<file path="config.mk">
export PLATFORM = sky130hd
export DESIGN_NAME = slot_presence_detector_unit
export DESIGN_NICKNAME = d
export VERILOG_FILES = /design/src/spd_pkg.sv /design/src/spd_lane.sv /design/src/spd_merge.sv /design/src/slot_presence_detector_unit.sv
export SDC_FILE = /design/constraint.sdc
export NUM_CORES = 1
export LEC_CHECK = 0
export ABC_AREA = 0
export ABC_CLOCK_PERIOD_IN_PS = 4400
export BUFFER_PORTS_ARGS = -buffer_cell sky130_fd_sc_hd__buf_4
export CAP_MARGIN = 0
export CORE_ASPECT_RATIO = 0.6
export CORE_MARGIN = 2
export CORE_UTILIZATION = 25
export CTS_BUF_LIST = sky130_fd_sc_hd__clkbuf_16
export DETAILED_ROUTE_END_ITERATION = 8
export PLACE_DENSITY = 0.51
export SYNTH_ARGS = -nofsm -noshare
export SYNTH_HDL_FRONTEND = slang
export SYNTH_HIERARCHICAL = 1
export SYNTH_SLANG_ARGS = --single-unit
export TNS_END_PERCENT = 5
</file>
<file path="constraint.sdc">
create_clock -name i_clk -period 4.4 [get_ports i_clk]
set_clock_uncertainty 0.15 [all_clocks]
set_input_delay 0.22 -clock i_clk [delete_from_list [all_inputs] [get_ports i_clk]]
set_output_delay 0.22 -clock i_clk [all_outputs]
set_load 0.02 [all_outputs]
</file>
<file path="src/spd_pkg.sv">
// Shared constants and types for the slot presence detector.
package spd_pkg;

    // Width of the slot fields carried on the ports
    localparam int FIELD_SLOTS    = 16;
    localparam int NUM_SLOTS_DEF  = 16;
    localparam int WINDOW_LEN_DEF = 8;

    localparam int THR_W   = 4;
    localparam int APB_AW  = 3;
    localparam int APB_DW  = 32;

    // Register indexes (byte address = 4 * index)
    localparam logic REG_SLOT_ENABLE = 1'b0;
    localparam logic REG_THRESHOLD   = 1'b1;

    localparam logic [FIELD_SLOTS-1:0] SLOT_ENABLE_RST = 16'hFFFF;
    localparam logic [THR_W-1:0]       THRESHOLD_RST   = 4'd6;

    typedef logic [1:0] t_slot_state;

    localparam t_slot_state ST_OFFLINE = 2'd0;
    localparam t_slot_state ST_WAKING  = 2'd1;
    localparam t_slot_state ST_ONLINE  = 2'd2;

    // Per-beat control broadcast to every lane
    typedef struct packed {
        logic             step;
        logic [THR_W-1:0] threshold;
    } t_lane_ctl;

endpackage

</file>
<file path="src/spd_lane.sv">
// One slot lane: valid history, running count and presence state.
module spd_lane #(
    parameter int WINDOW_LEN = spd_pkg::WINDOW_LEN_DEF
) (
    input  logic                i_clk,
    input  logic                i_rst_n,
    input  spd_pkg::t_lane_ctl  i_ctl,
    input  logic                i_bit,
    output spd_pkg::t_slot_state o_next_state
);
    import spd_pkg::*;

    localparam int CNT_W = $clog2(WINDOW_LEN + 1);
    localparam int CMP_W = (CNT_W > THR_W) ? CNT_W : THR_W;

    logic [WINDOW_LEN-1:0] r_window, n_window;
    logic [CNT_W-1:0]      r_count, n_count;
    logic                  r_missed, n_missed;
    t_slot_state           r_state, n_state;
    logic                  at_thr;

    always_comb begin
        n_window = WINDOW_LEN'({r_window, i_bit});
        // running count: new bit in, oldest bit out
        n_count  = r_count + CNT_W'(i_bit) - CNT_W'(r_window[WINDOW_LEN-1]);
        at_thr   = CMP_W'(n_count) >= CMP_W'(i_ctl.threshold);
        n_missed = r_missed;
        if (r_missed && i_bit) begin
            n_state  = ST_WAKING;
            n_missed = 1'b0;
        end else if (r_state == ST_WAKING) begin
            n_state = ST_ONLINE;
        end else begin
            n_state = at_thr ? ST_ONLINE : ST_OFFLINE;
            if (r_state == ST_ONLINE && !i_bit) begin
                n_missed = 1'b1;
            end
            if (!at_thr) begin
                n_missed = 1'b0;
            end
        end
    end

    always_ff @(posedge i_clk) begin
        if (!i_rst_n) begin
            r_window <= '0;
            r_count  <= '0;
            r_missed <= 1'b0;
            r_state  <= ST_OFFLINE;
        end else if (i_ctl.step) begin
            r_window <= n_window;
            r_count  <= n_count;
            r_missed <= n_missed;
            r_state  <= n_state;
        end
    end

    assign o_next_state = n_state;

endmodule

</file>
<file path="src/spd_merge.sv">
// Packs the lane states into one result beat, with output register and skid stage.
module spd_merge #(
    parameter int LANES = spd_pkg::FIELD_SLOTS
) (
    input  logic                                   i_clk,
    input  logic                                   i_rst_n,
    input  logic                                   i_step,
    input  spd_pkg::t_slot_state [LANES-1:0]       i_lane_state,
    input  logic [spd_pkg::FIELD_SLOTS-1:0]        i_slot_enable,
    output logic                                   o_in_ready,
    output logic                                   o_out_valid,
    input  logic                                   i_out_ready,
    output logic [2*spd_pkg::FIELD_SLOTS-1:0]      o_slot_states,
    output logic [spd_pkg::FIELD_SLOTS-1:0]        o_alive_mask
);
    import spd_pkg::*;

    logic [2*FIELD_SLOTS-1:0] n_states, r_out_states, r_skid_states;
    logic [FIELD_SLOTS-1:0]   n_alive, r_out_alive, r_skid_alive;
    logic                     r_out_valid, r_skid_valid;
    logic                     pop;

    always_comb begin
        n_states = '0;
        n_alive  = '0;
        for (int s = 0; s < LANES; s++) begin
            n_states[2*s +: 2] = i_lane_state[s];
            n_alive[s]         = (i_lane_state[s] == ST_ONLINE) & i_slot_enable[s];
        end
    end

    assign pop = r_out_valid & i_out_ready;

    always_ff @(posedge i_clk) begin
        if (!i_rst_n) begin
            r_out_valid  <= 1'b0;
            r_skid_valid <= 1'b0;
        end else if (r_skid_valid) begin
            if (pop) begin
                r_out_states <= r_skid_states;
                r_out_alive  <= r_skid_alive;
                r_skid_valid <= 1'b0;
            end
        end else if (i_step) begin
            if (!r_out_valid || pop) begin
                r_out_states <= n_states;
                r_out_alive  <= n_alive;
                r_out_valid  <= 1'b1;
            end else begin
                r_skid_states <= n_states;
                r_skid_alive  <= n_alive;
                r_skid_valid  <= 1'b1;
            end
        end else if (pop) begin
            r_out_valid <= 1'b0;
        end
    end

    assign o_in_ready    = !r_skid_valid;
    assign o_out_valid   = r_out_valid;
    assign o_slot_states = r_out_states;
    assign o_alive_mask  = r_out_alive;

endmodule

</file>
<file path="src/slot_presence_detector_unit.sv">
// Slot presence detector: per-slot lanes, result merge and configuration registers.
// Each result beat is registered in the merge output register, or in its skid stage.
// One beat per cycle while o_in_ready is high; each lane: one add and compare per beat.
// A two-entry output buffer lets one more beat in while a result waits on i_out_ready.
// Synchronous active-low reset clears all slot history to OFFLINE, slot_enable to
// 0xFFFF and online_threshold to 6; no clearing pass, input ready right after reset.
module slot_presence_detector_unit #(
    parameter int NUM_SLOTS  = spd_pkg::NUM_SLOTS_DEF,
    parameter int WINDOW_LEN = spd_pkg::WINDOW_LEN_DEF
) (
    input  logic                                i_clk,
    input  logic                                i_rst_n,
    input  logic                                i_in_valid,
    output logic                                o_in_ready,
    input  logic [spd_pkg::FIELD_SLOTS-1:0]     i_slot_valid,
    output logic                                o_out_valid,
    input  logic                                i_out_ready,
    output logic [2*spd_pkg::FIELD_SLOTS-1:0]   o_slot_states,
    output logic [spd_pkg::FIELD_SLOTS-1:0]     o_alive_mask,
    input  logic                                psel,
    input  logic                                penable,
    input  logic                                pwrite,
    input  logic [spd_pkg::APB_AW-1:0]          paddr,
    input  logic [spd_pkg::APB_DW-1:0]          pwdata,
    output logic [spd_pkg::APB_DW-1:0]          prdata,
    output logic                                pready
);
    import spd_pkg::*;

    // slots past the port width never see a valid bit and are not reported
    localparam int LANES = (NUM_SLOTS < FIELD_SLOTS) ? NUM_SLOTS : FIELD_SLOTS;

    logic [FIELD_SLOTS-1:0]    r_slot_enable;
    logic [THR_W-1:0]          r_threshold;
    logic                      cfg_wr;
    logic                      reg_sel;
    logic                      step;
    t_lane_ctl                 lane_ctl;
    t_slot_state [LANES-1:0]   lane_state;

    assign pready  = 1'b1;
    assign cfg_wr  = psel & penable & pwrite;
    assign reg_sel = paddr[2];

    always_ff @(posedge i_clk) begin
        if (!i_rst_n) begin
            r_slot_enable <= SLOT_ENABLE_RST;
            r_threshold   <= THRESHOLD_RST;
        end else if (cfg_wr) begin
            unique case (reg_sel)
                REG_SLOT_ENABLE: r_slot_enable <= pwdata[FIELD_SLOTS-1:0];
                REG_THRESHOLD:   r_threshold   <= pwdata[THR_W-1:0];
                default:         r_threshold   <= r_threshold;
            endcase
        end
    end

    always_comb begin
        unique case (reg_sel)
            REG_SLOT_ENABLE: prdata = APB_DW'(r_slot_enable);
            REG_THRESHOLD:   prdata = APB_DW'(r_threshold);
            default:         prdata = '0;
        endcase
    end

    assign step               = i_in_valid & o_in_ready;
    assign lane_ctl.step      = step;
    assign lane_ctl.threshold = r_threshold;

    for (genvar s = 0; s < LANES; s++) begin : g_lane
        spd_lane #(
            .WINDOW_LEN (WINDOW_LEN)
        ) u_lane (
            .i_clk        (i_clk),
            .i_rst_n      (i_rst_n),
            .i_ctl        (lane_ctl),
            .i_bit        (i_slot_valid[s] & r_slot_enable[s]),
            .o_next_state (lane_state[s])
        );
    end

    spd_merge #(
        .LANES (LANES)
    ) u_merge (
        .i_clk         (i_clk),
        .i_rst_n       (i_rst_n),
        .i_step        (step),
        .i_lane_state  (lane_state),
        .i_slot_enable (r_slot_enable),
        .o_in_ready    (o_in_ready),
        .o_out_valid   (o_out_valid),
        .i_out_ready   (i_out_ready),
        .o_slot_states (o_slot_states),
        .o_alive_mask  (o_alive_mask)
    );

endmodule

</file>
==> results.md <==
- Num ports: 141
- Site Rows: 77
- Critical path origin: g_lane[1].u_lane/r_count[0]$_SDFFE_PN0P_
- Clock slew at reported path FFs: 60 ps
- Leakage: 0.00930 µW
- Share of cells above drive strength 1: 14.3%
- CTS tree: built
- Reg2reg start: g_lane[1].u_lane/r_count[0]$_SDFFE_PN0P_
- Syn avg cell area: 10.5 µm²
- Worst-path maximum fanout: 3
- Crit Path Category: register to register
- Overall Power: 9340 µW
- Max-slew headroom: 41.6%
- Dominant cells by area after synthesis: dfxtp_1, edfxtp_1, mux2i_1
- Fmax: 305 MHz
- Comb power frac: 23.1%
- Vias in the first global route: 11.8k
- Status: finished, final reports clean
- Seq pwr share: 41.3%
- Ys Warns: 6
- Final instance area: 0.0219 mm²
- First-pass GRT wire length: 65.1 mm
- Hold_buf cts: 22
- Total track usage: 10.6%
- P_int: 6650 µW
- Tmin final: 3280 ps
- Number of fillers in the final layout: 7547
- EDFF count, synth: 96
- Starting Density: 25.4%
- Final max-slew violation count: 0
- Final period util: 74.5%
- Syn Inst Count: 1783
- Die width: 358 µm
- Worst EP required: 4540 ps
- Sequential cell area: 0.00813 mm²
- Die height: 216 µm
- Peak supply drop: 0.204 mV
- CP arrival: 3420 ps
- Post-DP Area: 0.0204 mm²
- Sw Pwr: 2690 µW
- Area Growth Syn to Fin: 16.8%
- Max cap viols: 0
- # H-tree levels: 2
- CTS Buffer Depth: 3
- Min Hold Slack: 29.7 ps
- DR vias: 12.0k
- Routed wire length per instance: 14.1 µm
- DR iter-0 viols: 565
- Dominant synthesized flop cell: dfxtp_1
- Clk Latency, worst-skew pair: 550 ps
- Synthesis-stage register bit count: 358
- Clk pwr share: 35.6%
- Nets: 2104
- Final ANT Viol Nets: 0
- WL final: 41.2 mm
- Postcts setup bufs: 0
- Initial DRT Pass Iterations: 4
- Yosys cell types: 42
- Share of the synthesized area in the top cell type: 28.0%
- DRC: 0
- Hold crit path type: input port to register
- Pin count of the biggest net entering global routing: 138
- GRT overflow: 0
- Power per cell area: 427 mW/mm²
- Final Hold Viols: 0
- Commonest non-fill, non-tap cell in the layout: dfxtp_1
- Setup TNS: 0 ps
- Number of buffers created by CTS: 39
- RSZ-0062 raised after global routing: no
- Port Buf Inserts: 105
- Ys async rst share: 0%
- Die ar.: 0.0773 mm²
- Hold path start: i_slot_valid[11]
- DP HPWL: 27.9 mm
- Sw frac: 28.8%
- Via density: 4.11
- Sequential share of the synthesized area: 43.4%
- Antenna violations before repair: 4
- Worst Tran Pin Value: 876 ps
- Area taken by multi-input logic gates: 0.00924 mm²
- Post_cts resized: 0
- Clk sinks: 358
- Most frequent cells in the layout: dfxtp_1, inv_1, nor2b_1, mux2i_1, nand2_1
- CP Launch Type: register
- Final setup viols: 0
- Post-Syn Area: 0.0187 mm²
- Core Area: 0.0739 mm²
- Clk root buf: clkbuf_16
- CP Capture Type: register
- Routability congestion estimate: 0.751
- Cell taking the most area after synthesis: dfxtp_1
metrics by stage:
step,util (%),std cells,setup slack [ps]
global route,29.6,2920,954
finish,29.6,2921,1120
global placement,27.6,2826,1100
detailed placement,27.6,2826,1110
CTS,29.6,2919,1100
floorplan,-,1798,655
power groups by stage:
stage	clock network (µW)	registers (µW)	logic [µW]
floorplan	0	3960	1640
global placement	0	3920	2120
detailed placement	0	3930	2170
CTS	3480	3860	2200
global route	3620	3890	2440
finish	3320	3860	2160
cell families (layout without fill, tap and decap cells):
kind of cell / Yosys count / count (layout) / synth area share, %
AO/OA/AOI/OAI: 189 / 189 / 9.12
XOR/XNOR: 48 / 48 / 2.24
adder cells (fa/ha/maj): 144 / 144 / 10.3
buffers and inverters: 302 / 436 / 7.76
flip-flops: 358 / 358 / 43.4
multiplexers: 237 / 237 / 12.9
other: 2 / 19 / 0.0401
AND/OR/NAND/NOR: 503 / 503 / 14.3
Yosys cell counts, types with 4 or more instances:
cell type,n
o21ai_1,16
a32o_1,16
inv_1,221
a31o_2,16
mux2i_1,197
fa_1,16
o21ai_0,17
a21boi_0,16
o211a_1,14
ha_1,128
a21oi_1,17
dfxtp_1,262
edfxtp_1,96
nand2b_1,32
nand2_1,171
mux2_2,40
nor2_1,32
buf_6,24
xnor2_1,46
and3b_1,4
o2111a_1,16
a21oi_4,16
o31ai_1,12
a21o_1,16
a221oi_2,16
buf_4,33
clkbuf_1,21
and2_1,49
nor2b_1,206
state kept, by name (all words and copies together) (netlist names):
register,count
u_merge/r_skid_states,32
g_lane.u_lane/r_state,32
g_lane.u_lane/r_window,128
u_merge/r_skid_alive,16
u_merge/r_skid_valid,1
u_merge/o_alive_mask,16
g_lane.u_lane/r_count,64
u_merge/o_out_valid,1
g_lane.u_lane/r_missed,16
r_slot_enable,16
r_threshold,4
u_merge/o_slot_states,32
final timing paths:
path | end | slack, ps | cells after the start
max | u_merge/o_alive_mask[1]$_DFFE_PP_ | 1120 | 14
min | g_lane[11].u_lane/r_missed$_SDFFE_PN0P_ | 30 | 4
max reg2reg | u_merge/o_alive_mask[1]$_DFFE_PP_ | 1120 | 14
min reg2reg | g_lane[5].u_lane/r_window[0]$_SDFFE_PN0P_ | 320 | 2
final cells by class:
cell class / instances / share of cell area [%]
antenna: 2 / 0.0229
clock buffer: 43 / 4.91
clock inverter: 28 / 0.920
inverter: 222 / 3.81
multi-input combinational: 1138 / 42.2
sequential: 358 / 37.2
tap: 987 / 5.64
timing repair buffer: 143 / 5.35
routing by layer:
layer | vias to the layer above | global-route usage (%) | wire length (µm) | part of all wire, %
met2 | 147 | 15.4 | 16600 | 40
met3 | 45 | 2.40 | 1760 | 4.3
met5 | - | 0 | 0 | 0
met1 | 5602 | 15.8 | 22200 | 54
li1 | 6197 | - | - | -
met4 | 0 | 2.51 | 630 | 1.5
worst max-delay path, stage by stage, from the launching register on:
cell      delay [ps]
dfxtp_1          310
inv_1             50
ha_1             180
inv_1             60
ha_1             280
a21o_1           190
a21oi_4          170
xnor2_1          150
xnor2_1          140
ha_1             270
a221oi_2         230
o21ai_1          140
nor2b_1          180
and3b_1          250
mux2_2           280
(Power assumes the default switching activity.)
